## src/dlr_pkg.sv

```systemverilog
`default_nettype none
// ----------------------------------------------------------------------------
// dlr_pkg: shared types and constants of the DDA line rasterizer
// Request and pixel payloads as packed structs, plus request codes.
// ----------------------------------------------------------------------------
package dlr_pkg;

    localparam int PIX_W = 10;

    localparam logic REQ_LOAD = 1'b0;
    localparam logic REQ_STEP = 1'b1;

    typedef struct packed {
        logic             req_type;
        logic [PIX_W-1:0] start_x;
        logic [PIX_W-1:0] start_y;
        logic [PIX_W-1:0] end_x;
        logic [PIX_W-1:0] end_y;
    } t_req;

    typedef struct packed {
        logic [PIX_W-1:0] pixel_x;
        logic [PIX_W-1:0] pixel_y;
        logic             last_pixel;
    } t_pix;

endpackage
`default_nettype wire

```

## src/dlr_div_lane.sv

```systemverilog
`default_nettype none
// ----------------------------------------------------------------------------
// dlr_div_lane: bit-serial restoring divider lane
// Computes (mag << FRAC_BITS) / divisor, one quotient bit per shift cycle.
// ----------------------------------------------------------------------------
module dlr_div_lane #(
    parameter int COORD_BITS = 10,
    parameter int FRAC_BITS  = 16
) (
    input  wire logic                  i_clk,
    input  wire logic                  i_load,
    input  wire logic                  i_shift,
    input  wire logic [COORD_BITS-1:0] i_mag,
    input  wire logic [COORD_BITS-1:0] i_divisor,
    output logic      [FRAC_BITS+1:0]  o_quo
);

    localparam int DVD_BITS = COORD_BITS + FRAC_BITS;
    localparam int INC_BITS = FRAC_BITS + 2;

    logic [DVD_BITS-1:0]   r_dvd;
    logic [COORD_BITS-1:0] r_rem;
    logic [INC_BITS-1:0]   r_quo;

    logic [COORD_BITS:0]   w_trial;
    logic [COORD_BITS+1:0] w_diff;
    logic                  w_fits;

    always_comb begin
        w_trial = {r_rem, r_dvd[DVD_BITS-1]};
        w_diff  = {1'b0, w_trial} - {2'b00, i_divisor};
        w_fits  = !w_diff[COORD_BITS+1];
    end

    always_ff @(posedge i_clk) begin
        if (i_load) begin
            r_dvd <= {i_mag, {FRAC_BITS{1'b0}}};
            r_rem <= '0;
            r_quo <= '0;
        end else if (i_shift) begin
            r_dvd <= {r_dvd[DVD_BITS-2:0], 1'b0};
            // remainder stays below the divisor, so it fits COORD_BITS
            r_rem <= w_fits ? w_diff[COORD_BITS-1:0] : w_trial[COORD_BITS-1:0];
            r_quo <= {r_quo[INC_BITS-2:0], w_fits};
        end
    end

    assign o_quo = r_quo;

endmodule
`default_nettype wire

```

## src/dlr_stepper.sv

```systemverilog
`default_nettype none
// ----------------------------------------------------------------------------
// dlr_stepper: DDA accumulators and pixel output register
// Holds the line state; each step transfer while a line is active emits one rounded pixel.
// ----------------------------------------------------------------------------
module dlr_stepper
    import dlr_pkg::*;
#(
    parameter int COORD_BITS = 10,
    parameter int FRAC_BITS  = 16
) (
    input  wire logic                  i_clk,
    input  wire logic                  i_rst_n,
    input  wire logic                  i_load,
    input  wire logic [COORD_BITS-1:0] i_sx,
    input  wire logic [COORD_BITS-1:0] i_sy,
    input  wire logic [FRAC_BITS+1:0]  i_inc_x,
    input  wire logic [FRAC_BITS+1:0]  i_inc_y,
    input  wire logic [COORD_BITS:0]   i_count,
    input  wire logic                  i_step,
    output logic                       o_valid,
    output t_pix                       o_pix
);

    localparam int ACC_BITS = COORD_BITS + FRAC_BITS + 1;
    localparam int INC_BITS = FRAC_BITS + 2;
    localparam int CNT_BITS = COORD_BITS + 1;
    localparam logic [ACC_BITS-1:0] HALF = ACC_BITS'(1) << (FRAC_BITS - 1);
    localparam logic [CNT_BITS-1:0] ONE  = CNT_BITS'(1);

    logic [ACC_BITS-1:0] r_acc_x, r_acc_y;
    logic [INC_BITS-1:0] r_inc_x, r_inc_y;
    logic [CNT_BITS-1:0] r_count;
    logic                r_active;
    logic                r_valid;
    t_pix                r_pix;

    logic [ACC_BITS-1:0] w_rnd_x, w_rnd_y;
    logic [ACC_BITS-1:0] w_ext_x, w_ext_y;
    logic                w_emit;

    always_comb begin
        w_emit  = i_step && r_active;
        w_rnd_x = r_acc_x + HALF;
        w_rnd_y = r_acc_y + HALF;
        w_ext_x = {{(ACC_BITS-INC_BITS){r_inc_x[INC_BITS-1]}}, r_inc_x};
        w_ext_y = {{(ACC_BITS-INC_BITS){r_inc_y[INC_BITS-1]}}, r_inc_y};
    end

    always_ff @(posedge i_clk) begin
        if (!i_rst_n) begin
            r_active <= 1'b0;
            r_valid  <= 1'b0;
        end else begin
            r_valid <= w_emit;
            if (i_load) begin
                r_active <= 1'b1;
            end else if (w_emit && r_count == ONE) begin
                r_active <= 1'b0;
            end
        end
    end

    always_ff @(posedge i_clk) begin
        if (i_load) begin
            r_acc_x <= ACC_BITS'({i_sx, {FRAC_BITS{1'b0}}});
            r_acc_y <= ACC_BITS'({i_sy, {FRAC_BITS{1'b0}}});
            r_inc_x <= i_inc_x;
            r_inc_y <= i_inc_y;
            r_count <= i_count;
        end else if (w_emit) begin
            r_acc_x <= r_acc_x + w_ext_x;
            r_acc_y <= r_acc_y + w_ext_y;
            r_count <= r_count - ONE;
        end
        if (w_emit) begin
            r_pix.pixel_x    <= PIX_W'(w_rnd_x[FRAC_BITS +: COORD_BITS]);
            r_pix.pixel_y    <= PIX_W'(w_rnd_y[FRAC_BITS +: COORD_BITS]);
            r_pix.last_pixel <= (r_count == ONE);
        end
    end

    assign o_valid = r_valid;
    assign o_pix   = r_pix;

endmodule
`default_nettype wire

```

## src/dda_line_rasterizer.sv

```systemverilog
`default_nettype none
// ----------------------------------------------------------------------------
// dda_line_rasterizer: DDA line rasterizer with bit-serial increment divide
// Step transfer: pixel strobed in the cycle after acceptance while a line is active; one per cycle while not busy.
// Load transfer: busy through the bit-serial divide (ST_DIV), which yields one
//   quotient bit per cycle, and ST_FIN, which loads the stepper.
// Synchronous active-low reset leaves the block idle with no line active.
// ----------------------------------------------------------------------------
module dda_line_rasterizer
    import dlr_pkg::*;
#(
    parameter int COORD_BITS = 10,
    parameter int FRAC_BITS  = 16
) (
    input  wire logic i_clk,
    input  wire logic i_rst_n,
    input  wire logic start,
    output logic      busy,
    input  wire t_req i_req,
    output logic      o_valid,
    output t_pix      o_pix
);

    localparam int DIV_CYC  = COORD_BITS + FRAC_BITS;
    localparam int CYC_BITS = $clog2(DIV_CYC + 1);
    localparam int INC_BITS = FRAC_BITS + 2;
    localparam int CNT_BITS = COORD_BITS + 1;

    typedef enum logic [1:0] {
        ST_IDLE,
        ST_DIV,
        ST_FIN
    } t_state;

    t_state                r_state, n_state;
    logic [CYC_BITS-1:0]   r_cyc,   n_cyc;
    logic [COORD_BITS-1:0] r_sx, r_sy;
    logic                  r_neg_x, r_neg_y;
    logic [COORD_BITS-1:0] r_steps;

    logic                  w_accept, w_load, w_step, w_fin;
    logic [COORD_BITS-1:0] w_sx, w_sy, w_ex, w_ey;
    logic [COORD_BITS:0]   w_dx, w_dy, w_dxn, w_dyn;
    logic [COORD_BITS-1:0] w_ax, w_ay, w_steps;
    logic [INC_BITS-1:0]   w_qx, w_qy, w_inc_x, w_inc_y;
    logic [CNT_BITS-1:0]   w_count;

    assign busy = (r_state != ST_IDLE);

    always_comb begin
        w_accept = start && !busy;
        w_load   = w_accept && (i_req.req_type == REQ_LOAD);
        w_step   = w_accept && (i_req.req_type == REQ_STEP);
        w_fin    = (r_state == ST_FIN);

        w_sx  = COORD_BITS'(i_req.start_x);
        w_sy  = COORD_BITS'(i_req.start_y);
        w_ex  = COORD_BITS'(i_req.end_x);
        w_ey  = COORD_BITS'(i_req.end_y);
        w_dx  = {1'b0, w_ex} - {1'b0, w_sx};
        w_dy  = {1'b0, w_ey} - {1'b0, w_sy};
        w_dxn = -w_dx;
        w_dyn = -w_dy;
        w_ax  = w_dx[COORD_BITS] ? w_dxn[COORD_BITS-1:0] : w_dx[COORD_BITS-1:0];
        w_ay  = w_dy[COORD_BITS] ? w_dyn[COORD_BITS-1:0] : w_dy[COORD_BITS-1:0];
        w_steps = (w_ax > w_ay) ? w_ax : w_ay;

        // zero-length line: divisor is zero, force both increments to zero
        if (r_steps == '0) begin
            w_inc_x = '0;
            w_inc_y = '0;
        end else begin
            w_inc_x = r_neg_x ? -w_qx : w_qx;
            w_inc_y = r_neg_y ? -w_qy : w_qy;
        end
        w_count = {1'b0, r_steps} + CNT_BITS'(1);
    end

    always_comb begin
        n_state = r_state;
        n_cyc   = r_cyc;
        case (r_state)
            ST_IDLE: begin
                if (w_load) begin
                    n_state = ST_DIV;
                    n_cyc   = CYC_BITS'(DIV_CYC - 1);
                end
            end
            ST_DIV: begin
                n_cyc = r_cyc - CYC_BITS'(1);
                if (r_cyc == '0) begin
                    n_state = ST_FIN;
                end
            end
            ST_FIN: begin
                n_state = ST_IDLE;
            end
            default: begin
                n_state = ST_IDLE;
            end
        endcase
    end

    always_ff @(posedge i_clk) begin
        if (!i_rst_n) begin
            r_state <= ST_IDLE;
            r_cyc   <= '0;
        end else begin
            r_state <= n_state;
            r_cyc   <= n_cyc;
        end
    end

    // capture start point, step count and sign data on a load transfer
    always_ff @(posedge i_clk) begin
        if (w_load) begin
            r_sx    <= w_sx;
            r_sy    <= w_sy;
            r_neg_x <= w_dx[COORD_BITS];
            r_neg_y <= w_dy[COORD_BITS];
            r_steps <= w_steps;
        end
    end

    dlr_div_lane #(
        .COORD_BITS (COORD_BITS),
        .FRAC_BITS  (FRAC_BITS)
    ) u_div_x (
        .i_clk     (i_clk),
        .i_load    (w_load),
        .i_shift   (r_state == ST_DIV),
        .i_mag     (w_ax),
        .i_divisor (r_steps),
        .o_quo     (w_qx)
    );

    dlr_div_lane #(
        .COORD_BITS (COORD_BITS),
        .FRAC_BITS  (FRAC_BITS)
    ) u_div_y (
        .i_clk     (i_clk),
        .i_load    (w_load),
        .i_shift   (r_state == ST_DIV),
        .i_mag     (w_ay),
        .i_divisor (r_steps),
        .o_quo     (w_qy)
    );

    dlr_stepper #(
        .COORD_BITS (COORD_BITS),
        .FRAC_BITS  (FRAC_BITS)
    ) u_stepper (
        .i_clk   (i_clk),
        .i_rst_n (i_rst_n),
        .i_load  (w_fin),
        .i_sx    (r_sx),
        .i_sy    (r_sy),
        .i_inc_x (w_inc_x),
        .i_inc_y (w_inc_y),
        .i_count (w_count),
        .i_step  (w_step),
        .o_valid (o_valid),
        .o_pix   (o_pix)
    );

endmodule
`default_nettype wire

```

## config.mk

```make
export PLATFORM = sky130hd
export DESIGN_NAME = dda_line_rasterizer
export DESIGN_NICKNAME = d
export VERILOG_FILES = /design/src/dlr_pkg.sv /design/src/dlr_div_lane.sv /design/src/dlr_stepper.sv /design/src/dda_line_rasterizer.sv
export SDC_FILE = /design/constraint.sdc
export NUM_CORES = 1
export LEC_CHECK = 0
export ABC_AREA = 0
export BUFFER_PORTS_ARGS = -buffer_cell sky130_fd_sc_hd__buf_2
export CAP_MARGIN = 25
export CORE_MARGIN = 10
export CORE_UTILIZATION = 45
export CTS_CLUSTER_SIZE = 8
export DETAILED_ROUTE_END_ITERATION = 10
export SLEW_MARGIN = 20
export SYNTH_ARGS = -nofsm -noshare
export SYNTH_HDL_FRONTEND = slang
export SYNTH_SLANG_ARGS = --single-unit
```

## constraint.sdc

```tcl
create_clock -name i_clk -period 4.75 [get_ports i_clk]
set_input_delay 0.95 -clock i_clk [delete_from_list [all_inputs] [get_ports i_clk]]
set_output_delay 0.95 -clock i_clk [all_outputs]
set_load 0.03 [all_outputs]
```

==> impl_summary.log, run 1 <==
INFO  metric status = complete, no violations
INFO  metric detail_route.drc_violations = 0
INFO  metric synthXorXnorAreaFrac = 8.994%
INFO  metric synth_nets = 1754
INFO  metric powerDensity = 423.5 nW/um^2
INFO  metric synth_cell_types = 70
INFO  metric nets = 1849
INFO  metric detail_route_antenna_nets = 0
INFO  metric tritoncts = built
INFO  metric rows = 65
INFO  metric avgViaCountPerCell = 5.317
INFO  metric detailedRoute.firstIterationViolations = 562
INFO  metric gpl.final_weighted_congestion = 0.8672
INFO  metric floorplan.die.width = 200.2 microns
INFO  metric io_buffers = 66
INFO  metric totalPowerFinal = 7.067 mW
INFO  metric yosysWarnings = 0
INFO  metric hold_path_cell_cnt = 2
INFO  metric drive_gt1_share = 10.97%
INFO  metric total_clock_sinks = 237
INFO  metric htreeDepth = 2
INFO  metric synth_fa_ha_area_share = 10.42%
INFO  metric grt_start_max_net_pins = 80
INFO  metric post_synth_instance_area = 14610 sq um
INFO  metric root_buffer = clkbuf_16
INFO  metric pin_count = 67
INFO  metric max_slew_margin = 45.42%
INFO  metric timing.clock.skew = 0.01689 ns
INFO  metric die_h = 200.2 microns
INFO  metric async_reset_ff_share = 0%
INFO  metric core_area = 31800 sq um
INFO  metric totalWireLength = 32910 microns
INFO  metric vias = 11420
INFO  metric timing.critical_path.to_type = register
INFO  metric criticalPathCategory = in2reg
INFO  metric clockBufferDepth = 3
INFO  metric synthesis.area_per_instance = 9.176 sq um
INFO  metric synth.yosys.seq_area_share = 42.07%
INFO  metric start_util = 45.94%
INFO  metric hold_path_class = reg2reg
INFO  metric critical_path_required = 5.00 ns
INFO  metric synth-seq-cells = 237
INFO  metric grt_antenna_before_repair = 0
INFO  metric grt_pass1_wl = 54940 microns
INFO  metric vdd.ir_drop.worst = 0.0003007 V
INFO  metric mostFrequentLayoutCell = nand2_1
INFO  metric synthFlopType = edfxtp_1
INFO  metric num-fill-cells = 2897
INFO  metric timing.critical_path.fanout_max = 10
INFO  metric regToRegSetupSlack = 1.60 ns
INFO  metric cellLeakagePower = 7.001 nW
INFO  metric tritoncts_buffers = 35
INFO  metric first_global_vias = 11180
INFO  metric layout-area-overhead-vs-synth = 14.24%
INFO  metric syn-instance-count = 1592
INFO  metric grt_setup_unrepaired = false
INFO  metric multiplexer_share_of_the_synthesized_area = 1.165%
INFO  metric maxCapViolations = 0
INFO  metric dp.final_hpwl = 24020 microns
INFO  metric final.setup.worst_slack = 0.3048 ns
INFO  metric fmax = 225.0 MHz
INFO  metric globalRouteOverflowTotal = 0
INFO  metric synth_edf_count = 140
INFO  metric final_cell_mix = 189 x nand2_1, 167 x o21ai_0, 140 x edfxtp_1
INFO  metric cts_hold_buffers = 0
INFO  metric track_usage = 16.00%
INFO  metric period_share = 93.58%
INFO  metric synth_compound_gate_area_share = 16.85%
INFO  metric worst_skew_pair.late_latency = 0.52 ns
INFO  metric total_die_area = 40070 sq um
INFO  metric synth_top_family_by_area = compound AO/OA/AOI/OAI gates
INFO  metric drt_pass1_iterations = 5
INFO  metric critPathArrivalTime = 4.69 ns
INFO  metric routed_wire_length_per_instance = 15.32 microns
INFO  metric clkTransAtPathRegs = 0.05 ns
INFO  metric start_kind = input pin
INFO  metric pre_cts_slack = -0.1835 ns
INFO  metric worst_r2r_path_depth = 11
INFO  metric antennaDiodeCount = 0
INFO  metric worst-slew-pin-transition = 0.8178 ns
INFO  metric setup_viol = 0
INFO  metric synth_simple_gate_area_share = 16.51%
INFO  metric hold_viol = 0
INFO  metric timing_max_transition_violations_final = 0
INFO  metric fin_crit = 4.445 ns
[final timing paths]
path                                            from               endpoint
worst max-delay path                       i_req[10]             r_steps[3]
worst min-delay path            u_stepper.r_acc_y[8]   u_stepper.r_acc_y[8]
worst max register to register  u_stepper.r_acc_y[0]  u_stepper.r_acc_y[24]
worst min register to register  u_stepper.r_acc_y[8]   u_stepper.r_acc_y[8]
[logic make-up (layout without fill, tap and decap cells)]
group,after synthesis,after routing
buf+inv,153,274
mux,17,17
simple gates,520,520
compound gates,397,397
fa+ha+maj,118,118
flops,237,237
xor+xnor,150,150
[metrics by stage]
stage | hold WS (ns) | setup TNS, ns | area (sq um) | utilization [%] | std cells
after global placement | 0.4453 | -0.9109 | 15670 | 49.28 | 2084
after floorplan | 0.4336 | 0 | 14610 | - | 1592
after CTS | 0.4588 | 0 | 16670 | 52.41 | 2147
after global routing | 0.4870 | 0 | 16690 | 52.48 | 2148
final | 0.4593 | 0 | 16690 | 52.48 | 2148
after detailed placement | 0.4503 | -1.551 | 15670 | 49.28 | 2084
[cell type report]
type	count	area [sq um]	area share (%)
Multi-Input combinational cell	1202	7904	47.36
Sequential cell	237	6146	36.83
Clock buffer	60	969.7	5.811
Timing Repair Buffer	122	763.2	4.574
Tap cell	435	544.3	3.262
Inverter	89	334.1	2.002
Clock inverter	3	26.28	0.1575
[cell usage after synthesis, drive strengths merged (3+ instances only)]
cell type / count / share of area (%)
nand2: 189 / 4.9
o21ai: 174 / 6.0
edfxtp: 140 / 29
ha: 112 / 9.6
nor2: 107 / 2.7
dfxtp: 97 / 13
inv: 88 / 2.3
a21oi: 81 / 2.8
xnor2: 81 / 4.9
nand3: 80 / 2.7
xor2: 69 / 4.1
clkbuf: 54 / 1.4
nor3: 29 / 0.99
a21o: 28 / 1.4
and3: 23 / 0.99
nor2b: 20 / 0.86
mux2i: 17 / 1.2
a211oi: 16 / 0.86
o31ai: 16 / 0.95
a31oi: 12 / 0.56
or3: 12 / 0.55
nand4: 11 / 0.47
buf: 10 / 0.32
o41ai: 10 / 0.81
nand2b: 9 / 0.39
or2: 9 / 0.39
nor4: 8 / 0.34
o211ai: 7 / 0.36
fa: 6 / 0.82
o2111ai: 6 / 0.36
o21a: 6 / 0.31
or4: 6 / 0.31
a21boi: 5 / 0.26
nand3b: 5 / 0.26
o211a: 5 / 0.34
o21bai: 5 / 0.26
a22o: 4 / 0.24
and2: 4 / 0.17
nor3b: 4 / 0.21
o22ai: 4 / 0.21
a31o: 3 / 0.18
[metal layers]
layer	vias to the layer above	part of all wire (%)	global-route usage [%]	wire, microns
met2	147	48	27.22	15840
met3	48	3.2	2.176	1044
li1	5898	-	-	-
met5	-	0	0	0
met1	5327	47	20.85	15440
met4	0	1.8	4.252	576
[repair_timing]
item	CTS	global route
endpoints found under the setup margin	0	1
resized for setup	0	1
setup buffers	0	1
[worst max-delay path: stages]
cell and delay [ns]:
buf_2 0.09, inv_1 0.05, ha_1 0.17, inv_1 0.06, fa_1 0.41, a21o_1 0.19
a21oi_1 0.17, xnor2_1 0.09, or3_1 0.34, or3_4 0.39, o31ai_4 0.18, xnor2_1 0.18
inv_1 0.07, ha_1 0.29, nand4_1 0.13, nor2b_1 0.14, nand2_1 0.08, o21ai_0 0.15
nor2_1 0.05, o21ai_0 0.07, o21ai_1 0.13, buf_12 0.17, mux2i_1 0.13
[power breakdown]
group          switching [mW]  internal (mW)  total [mW]  leakage, nW
Clock                   0.878           1.38        2.26        0.474
Sequential              0.145           2.44        2.58         2.09
Combinational            1.23          0.999        2.23         4.43
Total                    2.25           4.82        7.07         7.00
[flip-flops by register name (all words and copies together), names as in the netlist, 11 cells and up]
signal             flops
u_div_x.o_quo         18
u_div_y.o_quo         18
u_stepper.o_pix       21
u_stepper.r_acc_x     26
u_stepper.r_acc_y     26
u_stepper.r_count     11
u_stepper.r_inc_x     18
u_stepper.r_inc_y     18
Power figures use the tool's default switching activity.
==> inputs of run 2 (changes only) <==
--- a/config.mk
+++ b/config.mk
@@ -5,7 +5,7 @@
 export SDC_FILE = /design/constraint.sdc
 export NUM_CORES = 1
 export LEC_CHECK = 0
-export ABC_AREA = 0
+export ABC_AREA = 1
 export BUFFER_PORTS_ARGS = -buffer_cell sky130_fd_sc_hd__buf_2
 export CAP_MARGIN = 25
 export CORE_MARGIN = 10
==> constraint.sdc (replaced) <==
create_clock -name i_clk -period 4.6 [get_ports i_clk]
set_input_delay 0.92 -clock i_clk [delete_from_list [all_inputs] [get_ports i_clk]]
set_output_delay 0.92 -clock i_clk [all_outputs]
set_load 0.03 [all_outputs]
==> run 2 against run 1 <==
Final cell count grew 20%. Critical path type unchanged. Largest cell class unchanged. Global-route usage is 2.2 points higher. Clock-buffer cell count up 2. Critical path depth up 1. Critical endpoint unchanged. Highest routed layer unchanged. Die area rose by 4.9%. Power rose by 2.0%. Register-to-register slack gained 0.17 ns. Final area up 3.4%.
==> impl_summary.log, run 2 <==
INFO  metric status = complete, no violations
INFO  metric internal = 4.731 mW (-1.8%)
INFO  metric clkTransAtPathRegs = 0.05 ns (about the same)
INFO  metric timing.critical_path.slowest_stage_cell = fa_1
INFO  metric cp_slowest_stage_delay = 0.42 ns (about the same)
INFO  metric die_h = 205.0 microns (+2.4%)
INFO  metric htreeDepth = 2 (unchanged)
INFO  metric post-place-cells = 2507 (+20%)
INFO  metric synthMostInstantiatedCell = nand2_1
INFO  metric synth-seq-cells = 237 (unchanged)
INFO  metric detail_route_antenna_nets = 0 (unchanged)
INFO  metric powerDensity = 417.8 nW/um^2 (-1.3%)
INFO  metric rows = 67 (+3.1%)
INFO  metric cellLeakagePower = 8.217 nW (+17%)
INFO  metric track_usage = 18.17% (+2.2 points)
INFO  metric pre_cts_slack = 0.1088 ns (+0.2923 ns)
INFO  metric routed_wire_length_per_instance = 14.94 microns (-2.5%)
INFO  metric final.setup.worst_slack = 0.6637 ns (+0.3589 ns)
INFO  metric drive_gt1_share = 8.149% (-2.8 points)
INFO  metric timing.critical_path.fanout_max = 11 (+1)
INFO  metric criticalPathCategory = in2reg
INFO  metric post_cts_resize_count = 0 (unchanged)
INFO  metric totalWireLength = 38410 microns (+17%)
INFO  metric capture_instance_of_the_worst_register_to_register_path = r_cyc[2]
INFO  metric synthesis.area_per_instance = 7.639 sq um (-17%)
INFO  metric grt_setup_unrepaired = false
INFO  metric seq_power_share = 37.2% (+0.7 points)
INFO  metric num-fill-cells = 3309 (+14%)
INFO  metric hold_path_cell_cnt = 2 (unchanged)
INFO  metric maxCapViolations = 0 (unchanged)
INFO  metric tritoncts_buffers = 35 (unchanged)
INFO  metric cell_types_with_the_largest_area_share_after_synthesis = edfxtp_1 27%, nand2_1 13%, dfxtp_1 13%
INFO  metric hold_viol = 0 (unchanged)
INFO  metric synth_largest_type_area_fraction = 27.30% (-1.5 points)
INFO  metric post_synth_instance_area = 15400 sq um (+5.4%)
INFO  metric worst_r2r_path_depth = 7 (-4)
INFO  metric globalRouteOverflowTotal = 0 (unchanged)
INFO  metric hold_path_class = reg2reg
INFO  metric synth.largest_area_cell = edfxtp_1
INFO  metric start_kind = input pin
INFO  metric p_sw_share = 34.38% (+2.5 points)
INFO  metric final-instance-count-excl-fill = 2571 (+20%)
INFO  metric fmax = 254.0 MHz
INFO  metric timing.clock.skew = 0.02596 ns (+0.009069 ns)
INFO  metric io_buffers = 66 (unchanged)
INFO  metric cts.repair_timing.setup_buffer_count = 0 (unchanged)
INFO  metric setup_viol = 0 (unchanged)
INFO  metric critPathArrivalTime = 4.19 ns (-0.50 ns)
INFO  metric fin_tns_setup = 0 ns (unchanged)
INFO  metric antennaDiodeCount = 0 (unchanged)
INFO  metric final_cell_mix = 528 x nand2_1, 262 x inv_1, 169 x a21oi_1
INFO  metric register_area = 6146 sq um (unchanged)
INFO  metric total_clock_sinks = 237 (unchanged)
INFO  metric timing.critical_path.to = r_steps[3]
INFO  metric combinationalPowerShare = 29.4% (-2.1 points)
INFO  metric netSwitchingPower = 2.479 mW (+10%)
INFO  metric detail_route.drc_violations = 0 (unchanged)
INFO  metric grt_start_max_net_pins = 68 (-15%)
INFO  metric drt_pass1_iterations = 7 (+2)
INFO  metric avgViaCountPerCell = 5.211 (-2.0%)
INFO  metric gpl.final_weighted_congestion = 0.8890 (+2.5%)
INFO  metric pin_count = 67 (unchanged)
INFO  metric critical_path.n_buffers_inverters = 7 (+2)
INFO  metric multi_input_area = 8060 sq um (+2.0%)
INFO  metric regToRegSetupSlack = 1.77 ns (+0.17 ns)
INFO  metric cts_hold_buffers = 0 (unchanged)
INFO  metric max_slew_margin = 46.75% (+1.3 points)
INFO  metric power.clock.fraction = 33.4% (+1.5 points)
INFO  metric root_buffer = clkbuf_16
INFO  metric vias = 13400 (+17%)
INFO  metric grt_use_met2 = 29.15% (+1.9 points)
INFO  metric timing.critical_path.from = i_req[10]
INFO  metric global_route.usage.met3 = 2.385% (+0.21 points)
INFO  metric layout-area-overhead-vs-synth = 12.06%
INFO  metric vdd.ir_drop.worst = 0.0002324 V (-23%)
INFO  metric cp_num_cells = 24 (+4.3%)
INFO  metric synthFlopType = edfxtp_1
INFO  metric timing.critical_path.to_type = register
INFO  metric mostFrequentLayoutCell = nand2_1
INFO  metric crit_family = simple AND/OR/NAND/NOR gates
INFO  metric worst_skew_pair.late_latency = 0.52 ns (about the same)
INFO  metric clockBufferDepth = 3 (unchanged)
INFO  metric crit_path_cell_trace = buf_2, inv_1, ha_1, inv_1, fa_1, inv_1, ha_1, inv_1, nor2_1, nand2_1, nor2_1, nand4_1, nand2_1, nand2_1, nand2_1, inv_1, ha_1, nand4_1, nor4_2, o21ai_0, nand3_1, nand2_2, inv_1, o21ai_2
INFO  metric timing_max_transition_violations_final = 0 (unchanged)
INFO  metric grt_pass1_wl = 63220 microns (+15%)
INFO  metric floorplan.die.width = 205.0 microns (+2.4%)
INFO  metric grt.met1_usage = 25.34% (+4.5 points)
INFO  metric core_area = 33620 sq um (+5.7%)
INFO  metric reg2reg_from = r_state[0]
INFO  metric grt_busiest_layer = met2
INFO  metric dp.final_hpwl = 28810 microns (+20%)
INFO  metric detailedRoute.firstIterationViolations = 786 (+40%)
INFO  metric synth_cell_types = 58 (-17%)
INFO  metric critical_path.most_common_cell = inv_1
INFO  metric yosysWarnings = 0 (unchanged)
INFO  metric post_synth_most_frequent_cells = 528 x nand2_1, 262 x inv_1, 169 x a21oi_1, 142 x nor2_1, 140 x edfxtp_1
INFO  metric synth.yosys.seq_area_share = 39.91% (-2.2 points)
INFO  metric grt_antenna_before_repair = 1 (+1)
INFO  metric synth_edf_count = 140 (unchanged)
INFO  metric first_global_vias = 12580 (+13%)
INFO  metric critical_path_required = 4.85 ns (-0.15 ns)
INFO  metric fin_crit = 3.936 ns
INFO  metric synth_nets = 2178 (+24%)
INFO  metric start_util = 45.81% (-0.13 points)
INFO  metric tritoncts = built
INFO  metric syn-instance-count = 2016 (+27%)
INFO  metric worst-slew-pin-transition = 0.7988 ns (-0.01903 ns)
INFO  metric totalPowerFinal = 7.210 mW (+2.0%)
INFO  metric total_die_area = 42020 sq um (+4.9%)
INFO  metric async_reset_ff_share = 0% (unchanged)
INFO  metric period_share = 85.57%
INFO  metric nets = 2258 (+22%)
[run 2: cell type report]
cell class	count	area share, %
Timing Repair Buffer	80	2.523
Clock inverter	2	0.1450
Inverter	274	5.974
Sequential cell	237	35.61
Multi-Input combinational cell	1468	46.71
Tap cell	448	3.248
Clock buffer	62	5.786
[run 2: power by group through the flow]
stage / logic, mW / clock network (mW) / registers, mW
floorplan: 1.65 / 0 / 2.66
global placement: 2.07 / 0 / 2.71
detailed placement: 2.11 / 0 / 2.72
CTS: 2.12 / 2.47 / 2.68
global route: 2.44 / 2.56 / 2.71
finish: 2.12 / 2.41 / 2.68
[run 2: layer usage]
metal	vias to the layer above	wire [microns]
li1	6964	-
met1	6158	18860
met2	224	17090
met3	52	1783
met4	0	680
met5	-	0
[run 2: logic make-up after synthesis]
| group | Yosys count | share of synthesized area (%) |
|---|---|---|
| simple gates | 898 | 24.82 |
| fa+ha+maj | 118 | 9.880 |
| flops | 237 | 39.91 |
| xor+xnor | 41 | 2.381 |
| buf+inv | 311 | 7.800 |
| compound gates | 411 | 15.21 |
[run 2: stage by stage]
| stage | utilization, % | hold slack, ns | instance area [sq um] |
|---|---|---|---|
| after floorplan | - | 0.4300 | 15400 |
| after global placement | 48.29 | 0.4408 | 16230 |
| after detailed placement | 48.29 | 0.4470 | 16230 |
| after CTS | 51.33 | 0.4576 | 17260 |
| after global routing | 51.33 | 0.4733 | 17260 |
| final | 51.33 | 0.4570 | 17260 |
[run 2: how the worst min path moves through the flow]
| stage | from | to | slack, ns |
|---|---|---|---|
| floorplan | u_stepper.r_acc_y[10] | u_stepper.r_acc_y[10] | 0.43 |
| global placement | u_stepper.r_acc_x[13] | u_stepper.r_acc_x[13] | 0.44 |
| detailed placement | u_stepper.r_acc_y[10] | u_stepper.r_acc_y[10] | 0.45 |
| CTS | u_stepper.r_acc_y[10] | u_stepper.r_acc_y[10] | 0.46 |
| global route | u_stepper.r_acc_y[11] | u_stepper.r_acc_y[11] | 0.47 |
| finish | u_stepper.r_acc_y[10] | u_stepper.r_acc_y[10] | 0.46 |
[run 2: worst min-delay path: stages (launching register included)]
cell and delay [ns]:
dfxtp_1 0.31, nand2_1 0.06, nand2_1 0.04
==> inputs of run 3 (changes only) <==
--- a/config.mk
+++ b/config.mk
@@ -5,13 +5,13 @@
 export SDC_FILE = /design/constraint.sdc
 export NUM_CORES = 1
 export LEC_CHECK = 0
-export ABC_AREA = 1
 export BUFFER_PORTS_ARGS = -buffer_cell sky130_fd_sc_hd__buf_2
-export CAP_MARGIN = 25
+export CAP_MARGIN = 20
 export CORE_MARGIN = 10
 export CORE_UTILIZATION = 45
 export CTS_CLUSTER_SIZE = 8
 export DETAILED_ROUTE_END_ITERATION = 10
+export SETUP_SLACK_MARGIN = 0.15
 export SLEW_MARGIN = 20
 export SYNTH_ARGS = -nofsm -noshare
 export SYNTH_HDL_FRONTEND = slang
==> run 3 against run 2 <==
Final cell count down 16%. Combinational power grew 11%. Via count down 15%. Non-clock buffer count grew 47. Critical endpoint is now r_steps[0]. Largest cell class unchanged. Highest routed layer unchanged.
==> impl_summary.log, run 3 (same netlist as run 1, synthesis figures left out) <==
INFO  metric start_util = 45.94% (+0.13 points)
INFO  metric post-place-cells = 2086 (-17%)
INFO  metric detail_route_antenna_nets = 0 (unchanged)
INFO  metric detail_route.drc_violations = 0 (unchanged)
INFO  metric final.hold.worst_slack = 0.4559 ns (-0.001026 ns)
INFO  metric postPlaceCellArea = 15710 sq um (-3.2%)
INFO  metric clockBufferDepth = 3 (unchanged)
INFO  metric timing.hold.worst.start = u_stepper.r_acc_y[0]
INFO  metric cp_slowest_stage_delay = 0.40 ns (-0.02 ns)
INFO  metric status = complete, no violations
INFO  metric first_global_vias = 11150 (-11%)
INFO  metric final-instance-count-excl-fill = 2150 (-16%)
INFO  metric timing.clock.skew = 0.01734 ns (-0.008618 ns)
INFO  metric root_buffer = clkbuf_16
INFO  metric finalCoreUtilization = 52.83% (+1.5 points)
INFO  metric internal = 5.049 mW (+6.7%)
INFO  metric nets = 1854 (-18%)
INFO  metric antennaDiodeCount = 0 (unchanged)
INFO  metric start_kind = input pin
INFO  metric grt_start_max_net_pins = 80 (+18%)
INFO  metric total_clock_sinks = 237 (unchanged)
INFO  metric netSwitchingPower = 2.343 mW (-5.5%)
INFO  metric postLayoutCellArea = 16800 sq um (-2.6%)
INFO  metric seq_power_share = 36.1% (-1.1 points)
INFO  metric vias = 11440 (-15%)
INFO  metric detailedRoute.firstIterationViolations = 664 (-16%)
INFO  metric grt_antenna_before_repair = 0 (-1)
INFO  metric combinationalPowerShare = 31.8% (+2.4 points)
INFO  metric io_buffers = 66 (unchanged)
INFO  metric timing.critical_path.to_type = register
INFO  metric tritoncts_buffers = 35 (unchanged)
INFO  metric fin_tns_setup = 0 ns (unchanged)
INFO  metric core_area = 31800 sq um (-5.4%)
INFO  metric hold_viol = 0 (unchanged)
INFO  metric tritoncts = built
INFO  metric critical_path.most_common_cell = o21ai_1
INFO  metric totalPowerFinal = 7.392 mW (+2.5%)
INFO  metric drt_pass1_iterations = 5 (-2)
INFO  metric pre_cts_slack = -0.1877 ns (-0.2965 ns)
INFO  metric critical_path_required = 4.85 ns (about the same)
INFO  metric routed_wire_length_per_instance = 15.61 microns (+4.5%)
INFO  metric worst-slew-pin-transition = 1.010 ns (+0.2115 ns)
INFO  metric critPathArrivalTime = 4.49 ns (+0.30 ns)
INFO  metric worst_skew_pair.late_latency = 0.51 ns (about the same)
INFO  metric crit_family = simple AND/OR/NAND/NOR gates
INFO  metric mostFrequentLayoutCell = nand2_1
INFO  metric cp_num_cells = 23 (-4.2%)
INFO  metric fmax = 235.8 MHz (-7.2%)
INFO  metric final_cell_mix = 188 x nand2_1, 164 x o21ai_0, 140 x edfxtp_1
INFO  metric criticalPathCategory = in2reg
INFO  metric final.setup.worst_slack = 0.3586 ns (-0.3051 ns)
INFO  metric drive_gt1_share = 11.78% (+3.6 points)
INFO  metric timing.critical_path.from = i_req[10]
INFO  metric clkTransAtPathRegs = 0.05 ns (about the same)
INFO  metric pin_count = 67 (unchanged)
INFO  metric dp.final_hpwl = 24130 microns (-16%)
INFO  metric cts_hold_buffers = 0 (unchanged)
INFO  metric die_h = 200.2 microns (-2.4%)
INFO  metric gpl.final_weighted_congestion = 0.8739 (-1.7%)
INFO  metric fin_crit = 4.241 ns (+0.3051 ns)
INFO  metric track_usage = 16.13% (-2.0 points)
INFO  metric period_share = 92.21% (+6.6 points)
INFO  metric floorplan.die.width = 200.2 microns (-2.4%)
INFO  metric timing_max_transition_violations_final = 0 (unchanged)
INFO  metric layout-area-overhead-vs-synth = 15.01%
INFO  metric hold_path_class = reg2reg
INFO  metric globalRouteOverflowTotal = 0 (unchanged)
INFO  metric hold_path_cell_cnt = 2 (unchanged)
INFO  metric crit_path_cell_trace = buf_6, inv_4, ha_4, inv_2, fa_2, buf_4, xnor2_1, nand3_1, or3_1, or3_4, o31ai_4, xnor2_2, inv_1, ha_1, nand4_1, nor2b_1, nand2_1, o21ai_1, nor2_1, o21ai_1, o21ai_2, clkbuf_16, mux2i_1
INFO  metric cellLeakagePower = 7.048 nW (-14%)
INFO  metric maxCapViolations = 0 (unchanged)
INFO  metric total_die_area = 40070 sq um (-4.6%)
INFO  metric grt_setup_unrepaired = true
INFO  metric grt_pass1_wl = 55080 microns (-13%)
INFO  metric vdd.ir_drop.worst = 0.0002975 V (+28%)
INFO  metric totalWireLength = 33570 microns (-13%)
INFO  metric powerDensity = 440.0 nW/um^2 (+5.3%)
INFO  metric critical_path.n_buffers_inverters = 6 (-1)
INFO  metric setup_viol = 0 (unchanged)
INFO  metric max_slew_margin = 32.57% (-14 points)
INFO  metric avgViaCountPerCell = 5.321 (+2.1%)
INFO  metric power.clock.fraction = 32.2% (-1.2 points)
INFO  metric p_sw_share = 31.70% (-2.7 points)
INFO  metric htreeDepth = 2 (unchanged)
INFO  metric rows = 65 (-3.0%)
INFO  metric worst_r2r_path_depth = 11 (+4)
INFO  metric timing.critical_path.slowest_stage_cell = or3_4
INFO  metric timing.critical_path.fanout_max = 5 (-6)
INFO  metric reg2reg_from = u_stepper.r_acc_x[0]
[run 3: worst paths after layout]
check                     endpoint  slack (ns)
max reg2reg  u_stepper.r_acc_x[22]        1.38
max                     r_steps[0]        0.36
min reg2reg   u_stepper.r_acc_y[0]        0.46
min           u_stepper.r_acc_y[0]        0.46
[run 3: power by group through the flow]
| stage | clock network, mW | registers, mW | logic (mW) |
|---|---|---|---|
| finish | 2.38 | 2.67 | 2.35 |
| floorplan | 0 | 2.66 | 1.72 |
| CTS | 2.45 | 2.66 | 2.31 |
| global route | 2.52 | 2.69 | 2.67 |
| detailed placement | 0 | 2.70 | 2.29 |
| global placement | 0 | 2.70 | 2.26 |
[run 3: worst register-to-register path, cell delays in order, from the launching register on]
cell and delay (ns):
dfxtp_1 0.34, ha_1 0.20, inv_1 0.06, fa_1 0.40, nor2b_1 0.17, o2111ai_1 0.19
a311o_1 0.39, a32oi_1 0.42, a31oi_1 0.19, o31ai_1 0.35, xnor2_1 0.17, o21ai_1 0.07
[run 3: final cells by class]
type,count,area [sq um]
sequential,237,6146
inverter,89,336.6
timing repair buffer,127,819.5
fill,2936,15000
clock buffer,58,993.5
multi-input combinational,1202,7936
tap,435,544.3
clock inverter,2,25.02
[run 3: repair_timing]
| item | 4_1_cts | 5_1_grt |
|---|---|---|
| endpoints found under the setup margin | 0 | 10 |
| buffers inserted | 0 | 3 |
| gates resized for setup | 0 | 11 |
[run 3: metal layers]
metal,track usage (%),up-vias,part of all wire (%)
met5,0,-,0
met2,26.95,180,47
met3,2.418,42,3.7
met4,4.197,0,1.6
met1,21.31,5320,48
li1,-,5898,-
